`src/hdl/bssi_pkg.sv`:
```
package bssi_pkg;

  localparam logic [8:0] MAX_DIM = 9'd256;

  localparam logic [8:0] RST_COLUMNS = 9'd8;
  localparam logic [8:0] RST_ROWS = 9'd8;
  localparam logic [1:0] RST_REPEAT = 2'd1;
  localparam logic [1:0] REPEAT_MIRROR = 2'd2;

  typedef logic signed [9:0] crd_t;
  typedef logic signed [19:0] acc_t;

  typedef enum logic [2:0] {
    REG_COLUMNS    = 3'd0,
    REG_ROWS       = 3'd1,
    REG_HOR_REPEAT = 3'd2,
    REG_VER_REPEAT = 3'd3,
    REG_CLOCKWISE  = 3'd4,
    REG_REVERSE    = 3'd5
  } cfg_reg_t;

  typedef enum logic [1:0] {
    LEG_0 = 2'd0,
    LEG_1 = 2'd1,
    LEG_2 = 2'd2,
    LEG_3 = 2'd3
  } leg_t;

endpackage

```
`src/hdl/box_snake_spiral_index.sv`:
```
// Spiral scan order index.
// Input channel: in_valid / in_ready carry one beat of col_x and row_y, a grid
// cell coordinate. Output channel: out_valid / out_ready carry one beat of
// order_index, sequence_length and out_of_range for every input beat, in order.
// A cell outside the configured grid gives order_index 0 and out_of_range 1.
// Configuration: cfg_write, cfg_index and cfg_data write one register per
// cycle (0 columns, 1 rows, 2 horizontal repeat, 3 vertical repeat,
// 4 clockwise, 5 reverse order). Write only while no beat is in flight.
// An accepted beat passes the stage A, B and C registers and then the output
// register. One beat is accepted every cycle while the output is not stalled. The four
// register stages are the fold and grid product, the ring search, the ring offset
// multiply with leg selection, and the final leg sum that feeds the output register.
// When the receiver holds out_ready low with a beat waiting, the whole pipeline
// holds and in_ready drops in the same cycle; nothing is lost or repeated.
// The synchronous reset empties the pipeline and loads an 8 by 8 grid, no
// mirroring, clockwise walk, forward order. There is no clearing pass.
module box_snake_spiral_index (
  input  logic        clk,
  input  logic        rst,
  input  logic        cfg_write,
  input  logic [2:0]  cfg_index,
  input  logic [8:0]  cfg_data,
  input  logic        in_valid,
  output logic        in_ready,
  input  logic [7:0]  col_x,
  input  logic [7:0]  row_y,
  output logic        out_valid,
  input  logic        out_ready,
  output logic [15:0] order_index,
  output logic [16:0] sequence_length,
  output logic        out_of_range
);

  logic [8:0] grid_columns;
  logic [8:0] grid_rows;
  logic [1:0] hor_repeat;
  logic [1:0] ver_repeat;
  logic       clockwise;
  logic       reverse_order;

  always_ff @(posedge clk) begin
    if (rst) begin
      grid_columns  <= bssi_pkg::RST_COLUMNS;
      grid_rows     <= bssi_pkg::RST_ROWS;
      hor_repeat    <= bssi_pkg::RST_REPEAT;
      ver_repeat    <= bssi_pkg::RST_REPEAT;
      clockwise     <= 1'b1;
      reverse_order <= 1'b0;
    end else if (cfg_write) begin
      case (cfg_index)
        bssi_pkg::REG_COLUMNS:    grid_columns  <= cfg_data;
        bssi_pkg::REG_ROWS:       grid_rows     <= cfg_data;
        bssi_pkg::REG_HOR_REPEAT: hor_repeat    <= cfg_data[1:0];
        bssi_pkg::REG_VER_REPEAT: ver_repeat    <= cfg_data[1:0];
        bssi_pkg::REG_CLOCKWISE:  clockwise     <= cfg_data[0];
        bssi_pkg::REG_REVERSE:    reverse_order <= cfg_data[0];
        default: ;
      endcase
    end
  end

  logic       adv;
  logic       hr2;
  logic       vr2;
  logic [1:0] fl;

  assign adv = !out_valid || out_ready;
  assign in_ready = adv;
  assign hr2 = (hor_repeat == bssi_pkg::REPEAT_MIRROR);
  assign vr2 = (ver_repeat == bssi_pkg::REPEAT_MIRROR);

  always_comb begin
    fl = bssi_pkg::LEG_0;
    if (!vr2 && hr2) begin
      fl = clockwise ? bssi_pkg::LEG_3 : bssi_pkg::LEG_0;
    end else if (vr2 && !hr2) begin
      fl = clockwise ? bssi_pkg::LEG_0 : bssi_pkg::LEG_3;
    end
  end

  // Stage A: clamp, range check, fold into the top-left region, grid product.
  logic [8:0]     cols_c;
  logic [8:0]     rows_c;
  logic [17:0]    prod;
  logic [17:0]    seq;
  bssi_pkg::crd_t x_in;
  bssi_pkg::crd_t y_in;
  bssi_pkg::crd_t cols_s;
  bssi_pkg::crd_t rows_s;
  bssi_pkg::crd_t x_fold;
  bssi_pkg::crd_t y_fold;
  bssi_pkg::crd_t fc;
  bssi_pkg::crd_t fr;
  logic           oor;

  always_comb begin
    cols_c = (grid_columns > bssi_pkg::MAX_DIM) ? bssi_pkg::MAX_DIM : grid_columns;
    rows_c = (grid_rows > bssi_pkg::MAX_DIM) ? bssi_pkg::MAX_DIM : grid_rows;
    prod   = cols_c * rows_c;
    seq    = prod >> ({1'b0, hr2} + {1'b0, vr2});
    x_in   = bssi_pkg::crd_t'({2'b00, col_x});
    y_in   = bssi_pkg::crd_t'({2'b00, row_y});
    cols_s = bssi_pkg::crd_t'({1'b0, cols_c});
    rows_s = bssi_pkg::crd_t'({1'b0, rows_c});
    oor    = ({1'b0, col_x} >= cols_c) || ({1'b0, row_y} >= rows_c);
    x_fold = x_in;
    y_fold = y_in;
    fc     = cols_s;
    fr     = rows_s;
    if (hr2) begin
      if (x_in >= (cols_s >>> 1)) x_fold = cols_s - x_in - 10'sd1;
      fc = cols_s >>> 1;
    end
    if (vr2) begin
      if (y_in >= (rows_s >>> 1)) y_fold = rows_s - y_in - 10'sd1;
      fr = rows_s >>> 1;
    end
  end

  logic           a_valid;
  bssi_pkg::crd_t a_x;
  bssi_pkg::crd_t a_y;
  bssi_pkg::crd_t a_fc;
  bssi_pkg::crd_t a_fr;
  logic           a_oor;
  logic [16:0]    a_seq;

  always_ff @(posedge clk) begin
    if (rst) begin
      a_valid <= 1'b0;
    end else if (adv) begin
      a_valid <= in_valid;
    end
  end

  always_ff @(posedge clk) begin
    if (adv) begin
      a_x   <= x_fold;
      a_y   <= y_fold;
      a_fc  <= fc;
      a_fr  <= fr;
      a_oor <= oor;
      a_seq <= seq[16:0];
    end
  end

  // Stage B: ring number, ring perimeter term and region area.
  bssi_pkg::crd_t min_xy;
  bssi_pkg::crd_t far_x;
  bssi_pkg::crd_t far_y;
  bssi_pkg::crd_t min_far;
  bssi_pkg::crd_t ring;
  bssi_pkg::acc_t span;
  bssi_pkg::acc_t area;

  always_comb begin
    far_x   = a_fc - a_x - 10'sd1;
    far_y   = a_fr - a_y - 10'sd1;
    min_xy  = (a_x < a_y) ? a_x : a_y;
    min_far = (far_x < far_y) ? far_x : far_y;
    ring    = (min_xy < min_far) ? min_xy : min_far;
    span    = (bssi_pkg::acc_t'(a_fc) + bssi_pkg::acc_t'(a_fr) - 20'sd2) <<< 1;
    area    = bssi_pkg::acc_t'(a_fc) * bssi_pkg::acc_t'(a_fr);
  end

  logic           b_valid;
  bssi_pkg::crd_t b_x;
  bssi_pkg::crd_t b_y;
  bssi_pkg::crd_t b_fc;
  bssi_pkg::crd_t b_fr;
  bssi_pkg::crd_t b_ring;
  bssi_pkg::acc_t b_span;
  bssi_pkg::acc_t b_area;
  logic           b_oor;
  logic [16:0]    b_seq;

  always_ff @(posedge clk) begin
    if (rst) begin
      b_valid <= 1'b0;
    end else if (adv) begin
      b_valid <= a_valid;
    end
  end

  always_ff @(posedge clk) begin
    if (adv) begin
      b_x    <= a_x;
      b_y    <= a_y;
      b_fc   <= a_fc;
      b_fr   <= a_fr;
      b_ring <= ring;
      b_span <= span;
      b_area <= area;
      b_oor  <= a_oor;
      b_seq  <= a_seq;
    end
  end

  // Stage C: cells in outer rings, the leg of this cell, leg lengths and offset.
  bssi_pkg::acc_t ring_w;
  bssi_pkg::acc_t base;
  bssi_pkg::leg_t leg;
  bssi_pkg::crd_t in_lo_x;
  bssi_pkg::crd_t in_lo_y;
  bssi_pkg::crd_t in_hi_x;
  bssi_pkg::crd_t in_hi_y;
  bssi_pkg::crd_t edge_x;
  bssi_pkg::crd_t edge_y;
  bssi_pkg::crd_t side_c;
  bssi_pkg::crd_t side_r;
  bssi_pkg::crd_t off;
  bssi_pkg::crd_t len_a;
  bssi_pkg::crd_t len_b;
  logic           single_row;

  always_comb begin
    ring_w     = bssi_pkg::acc_t'(b_ring);
    base       = (b_ring > 10'sd0) ? ring_w * (b_span - (ring_w <<< 2) + 20'sd4) : '0;
    edge_x     = b_fc - b_ring - 10'sd1;
    edge_y     = b_fr - b_ring - 10'sd1;
    in_lo_x    = b_x - b_ring;
    in_lo_y    = b_y - b_ring;
    in_hi_x    = b_fc - b_x - b_ring - 10'sd1;
    in_hi_y    = b_fr - b_y - b_ring - 10'sd1;
    side_c     = b_fc - (b_ring <<< 1) - 10'sd1;
    side_r     = b_fr - (b_ring <<< 1) - 10'sd1;
    single_row = ((b_ring <<< 1) + 10'sd1) == b_fr;
    leg        = bssi_pkg::LEG_0;
    if (clockwise) begin
      if (b_y == b_ring) leg = bssi_pkg::LEG_0;
      if (b_x == edge_x) leg = bssi_pkg::LEG_1;
      if (b_y == edge_y) leg = bssi_pkg::LEG_2;
      if (b_x == b_ring && b_y != b_ring) leg = bssi_pkg::LEG_3;
      if (single_row && (fl == bssi_pkg::LEG_0 || fl == bssi_pkg::LEG_3)) begin
        leg = bssi_pkg::LEG_0;
      end
      len_a = fl[0] ? side_r : side_c;
      len_b = fl[0] ? side_c : side_r;
      case (leg)
        bssi_pkg::LEG_0: off = in_lo_x;
        bssi_pkg::LEG_1: off = in_lo_y;
        bssi_pkg::LEG_2: off = in_hi_x;
        default:         off = in_hi_y;
      endcase
    end else begin
      if (b_x == b_ring) leg = bssi_pkg::LEG_0;
      if (b_y == edge_y) leg = bssi_pkg::LEG_1;
      if (b_x == edge_x) leg = bssi_pkg::LEG_2;
      if (b_y == b_ring && b_x != b_ring) leg = bssi_pkg::LEG_3;
      if (single_row && (fl == bssi_pkg::LEG_0 || fl == bssi_pkg::LEG_1)) begin
        leg = bssi_pkg::LEG_1;
      end
      len_a = fl[0] ? side_c : side_r;
      len_b = fl[0] ? side_r : side_c;
      case (leg)
        bssi_pkg::LEG_0: off = in_lo_y;
        bssi_pkg::LEG_1: off = in_lo_x;
        bssi_pkg::LEG_2: off = in_hi_y;
        default:         off = in_hi_x;
      endcase
    end
  end

  logic           c_valid;
  bssi_pkg::acc_t c_base;
  bssi_pkg::leg_t c_leg;
  bssi_pkg::crd_t c_len_a;
  bssi_pkg::crd_t c_len_b;
  bssi_pkg::crd_t c_off;
  bssi_pkg::acc_t c_area;
  logic           c_oor;
  logic [16:0]    c_seq;

  always_ff @(posedge clk) begin
    if (rst) begin
      c_valid <= 1'b0;
    end else if (adv) begin
      c_valid <= b_valid;
    end
  end

  always_ff @(posedge clk) begin
    if (adv) begin
      c_base  <= base;
      c_leg   <= leg;
      c_len_a <= len_a;
      c_len_b <= len_b;
      c_off   <= off;
      c_area  <= b_area;
      c_oor   <= b_oor;
      c_seq   <= b_seq;
    end
  end

  // Stage D: legs walked before this one, then the forward or reverse position.
  logic [1:0]     legs_done;
  bssi_pkg::acc_t len_a_w;
  bssi_pkg::acc_t pass;
  bssi_pkg::acc_t pos;

  always_comb begin
    legs_done = c_leg - fl;
    len_a_w   = bssi_pkg::acc_t'(c_len_a);
    pass      = c_base + bssi_pkg::acc_t'(c_off);
    if (legs_done >= 2'd1) pass = pass + len_a_w;
    if (legs_done >= 2'd2) pass = pass + bssi_pkg::acc_t'(c_len_b);
    if (legs_done == 2'd3) pass = pass + len_a_w;
    pos = reverse_order ? c_area - pass - 20'sd1 : pass;
  end

  always_ff @(posedge clk) begin
    if (rst) begin
      out_valid <= 1'b0;
    end else if (adv) begin
      out_valid <= c_valid;
    end
  end

  always_ff @(posedge clk) begin
    if (adv) begin
      order_index     <= c_oor ? 16'd0 : pos[15:0];
      sequence_length <= c_seq;
      out_of_range    <= c_oor;
    end
  end

`ifndef SYNTH
  a_oor_zero: assert property (@(posedge clk) disable iff (rst)
    out_valid && out_of_range |-> order_index == 16'd0)
    else $error("out of range beat carries a nonzero index");

  a_rst_empty: assert property (@(posedge clk)
    rst |=> !out_valid)
    else $error("output valid right after reset");

  a_stall_src: assert property (@(posedge clk) disable iff (rst)
    !in_ready |-> out_valid && !out_ready)
    else $error("input stalled without an output stall");

  a_len_bound: assert property (@(posedge clk) disable iff (rst)
    out_valid |-> sequence_length <= 17'd65536)
    else $error("sequence length above the largest grid");
`endif

endmodule

```
`config.mk`:
```
export PLATFORM = sky130hd
export DESIGN_NAME = box_snake_spiral_index
export DESIGN_NICKNAME = d
export VERILOG_FILES = /design/src/hdl/bssi_pkg.sv /design/src/hdl/box_snake_spiral_index.sv
export SDC_FILE = /design/constraint.sdc
export NUM_CORES = 1
export LEC_CHECK = 0
export BUFFER_PORTS_ARGS = -buffer_cell sky130_fd_sc_hd__clkbuf_2
export CAP_MARGIN = 40
export CORE_MARGIN = 3
export CORE_UTILIZATION = 60
export CTS_BUF_LIST = sky130_fd_sc_hd__clkbuf_8
export DETAILED_ROUTE_END_ITERATION = 16
export PLACE_DENSITY = 0.77
export SYNTH_ARGS = -nofsm -noshare
export SYNTH_HDL_FRONTEND = slang
export SYNTH_SLANG_ARGS = --single-unit
```
`constraint.sdc`:
```
create_clock -name clk -period 12.3 [get_ports clk]
set_input_delay 1.23 -clock clk [delete_from_list [all_inputs] [get_ports clk]]
set_output_delay 1.23 -clock clk [all_outputs]
set_load 0.005 [all_outputs]
```
==> flow_summary.yaml <==
status:
  status: "finished, final reports clean"
cells_and_area:
  final_cell_mix: "418 x inv_1, 414 x ha_1, 339 x nand2_1, 264 x edfxtp_1, 233 x a21oi_1"
  layout_commonest_cell: "inv_1"
  ff_latch_area_mm2: 0.00849
  antenna_cells: 0
  finalNetCount: 3905
  multi_input_area_mm2: 0.0200
  drive_gt1_share_pct: 6.04
  area_growth_pct: 6.39
  filler_cell_count: 4004
clock_network:
  cts.repair.resized: 0
  cts_hold_buf: 0
  path_clk_slew_ns: 0.06
  tritoncts: "done"
  clk_path_buf_depth: 3
  htreeDepth: 2
  clkSinkCount: 292
  clk_latency_ns: 0.63
  numCtsBuffers: 48
  cts_root_buffer: "clkbuf_8"
  cts_setup_buffers: 0
floorplan:
  row_count: 81
  start_util_pct: 61.4
  die-area_mm2: 0.0534
  dieHeight_um: 231
  io_pins: 69
  coreArea_mm2: 0.0495
  die_w_um: 231
detailed_routing:
  drtAntennaViolNets: 0
  routed_via_density: 5.86
  wirelength_um: 76300
  wl_per_cell_um: 19.3
  dr_total_vias: 23200
  drt_iter0_markers: 1516
  dr.pass1.iters: 7
  drc_errors: 0
sta:
  maxSlewHeadroom_pct: 34.0
  min_period_over_period_pct: 79.2
  finalClockSkew_ns: 0.0371
  period_needed_ns: 9.75
  fmax_ghz: 0.103
  finalHoldViolCount: 0
  worst_slew_pin_slew_ns: 0.989
  slew_violations: 0
  fin_setup_tns_ns: 0
  rsz0062_at_grt: "no"
  finalSetupViolCount: 0
min_path:
  hp-class: "flip-flop to flip-flop"
  holdPathStages: 0
  hp-start: "c_seq[13]$_DFFE_PP_"
  hold_end: "sequence_length[13]$_DFFE_PP_"
critical_path:
  cp.required_ns: 12.65
  rr_startpoint: "hor_repeat[0]$_SDFFE_PP1P_"
  critPathMaxStageDelay_ns: 0.72
  crit_fanout: 26
  timing.critical_path.buf_inv: 3
  cp-end-kind: "flip-flop"
  cpMostUsedCell: "ha_1"
  path_class: "flip-flop to flip-flop"
  critPathArrivalTime_ns: 10.10
  reg2reg_depth: 39
  reg2reg_slack_ns: 2.55
  slowest_stage: "nand2_1"
  crit_family: "simple AND/OR/NAND/NOR gates"
  start_kind: "flip-flop"
  rr_endpoint: "order_index[15]$_SDFFCE_PP0P_"
grt:
  antenna_found_initial: 0
  grt_max_degree: 184
  grt_pass1_vias: 23800
  overflow: 0
  grt_pass1_wl_um: 122000
  grtUsageTotal_pct: 28.8
yosys:
  yosysWarnings: 0
  synth_cell_types: 91
  async_reset_ff_share_pct: 0
  synth.cell_area_mm2: 0.0304
  netlist_instances: 3194
  seq_area_frac_synth_pct: 27.9
  synth_top_cell_area_share_pct: 26.1
  syn-num-nets: 3838
  synth_seq_cells: 292
  ys.flop_type: "edfxtp_1"
  synth_edf_count: 264
  synth.avg_cell_area_um2: 9.51
  synth_area_leader_cell: "edfxtp_1"
  synthTopCellsByArea: "edfxtp_1 26%, ha_1 17%, fa_1 13%"
placement:
  gp_congestion: 0.971
  dp_hpwl_um: 60900
  io_buffers: 68
flow_run:
  max-cap-violations: 0
-- state kept, by name, indices dropped and copies added, names as in the netlist, 11 cells and up --
name,count
a_seq,17
order_index,16
sequence_length,17
c_seq,17
c_area,16
b_span,11
b_area,16
b_seq,17
c_base,15
-- per-layer routing --
layer / global-route usage [%] / wire (um) / up-vias
met3: 4.39 / 4780 / 212
li1: - / - / 11100
met4: 12.2 / 3560 / 0
met5: 0 / 0 / -
met1: 36.0 / 30900 / 11200
met2: 49.8 / 37000 / 752
-- worst max path at each step --
| stage | slack [ns] | endpoint | startpoint | depth (start not counted) |
|---|---|---|---|---|
| final | 2.55 | order_index[15]$_SDFFCE_PP0P_ | hor_repeat[0]$_SDFFE_PP1P_ | 39 |
| after global routing | 1.84 | order_index[15]$_SDFFCE_PP0P_ | hor_repeat[0]$_SDFFE_PP1P_ | 38 |
| after CTS | 2.61 | order_index[15]$_SDFFCE_PP0P_ | hor_repeat[0]$_SDFFE_PP1P_ | 39 |
| after detailed placement | 2.63 | order_index[15]$_SDFFCE_PP0P_ | hor_repeat[0]$_SDFFE_PP1P_ | 39 |
| after global placement | 2.90 | order_index[15]$_SDFFCE_PP0P_ | hor_repeat[0]$_SDFFE_PP1P_ | 39 |
| after floorplan | 2.42 | in_ready | out_ready | 2 |
-- metrics by stage --
| step | instances | setup WS [ns] | cell area [um^2] | util, % | hold WS, ns |
|---|---|---|---|---|---|
| finish | 3961 | 2.55 | 32300 | 65.3 | 0.413 |
| global route | 3961 | 1.84 | 32300 | 65.3 | 0.416 |
| CTS | 3961 | 2.61 | 32300 | 65.3 | 0.412 |
| detailed placement | 3875 | 2.63 | 31400 | 63.5 | 0.405 |
| global placement | 3873 | 2.90 | 31400 | 63.5 | 0.402 |
| floorplan | 3194 | 2.42 | 30400 | - | 0.400 |
-- worst reg2reg max path: cells and delay by family, from the launching register on --
family,cells,cell delay (ns)
xor+xnor,4,0.63
mux,2,0.56
fa+ha+maj,7,2.04
simple gates,13,3.91
flops,1,0.32
compound gates,10,1.73
buf+inv,3,0.31
-- cell usage after synthesis, drive strengths merged, types with 8 or more instances --
cell type,count
a211oi,22
a21o,75
a21oi,234
a31oi,14
and2,41
buf,9
clkbuf,56
clkinv,11
dfxtp,28
edfxtp,264
fa,197
ha,414
inv,413
mux2,13
mux2i,69
nand2,339
nand2b,36
nand3,23
nand4,8
nor2,223
nor2b,40
nor3,41
nor4,13
o211ai,9
o21a,20
o21ai,141
o21bai,56
o221ai,8
o22ai,12
o31a,10
or2,11
xnor2,170
xor2,67
-- logic make-up (layout without fill, tap and decap cells) --
logic type | after synthesis | in the layout | share of synthesized area, %
AOI/OAI and AO/OA | 662 | 662 | 13.7
xor gates and xnor gates | 239 | 239 | 7.01
adders and majority gates | 614 | 614 | 30.2
buffers and inverters | 489 | 592 | 6.07
DFF | 292 | 292 | 27.9
muxes | 86 | 86 | 3.05
and+or+nand+nor | 812 | 812 | 12.1
-- layout make-up --
class,count,area share (%)
Clock buffer,51,2.17
Multi-Input combinational cell,2413,62.0
Sequential cell,292,26.3
Timing Repair Buffer,82,1.42
Clock inverter,35,0.596
Tap cell,664,2.57
Inverter,424,4.93
Power is not shown: default switching activity piles up to over one toggle a cycle in this logic, so the estimate is an artifact.
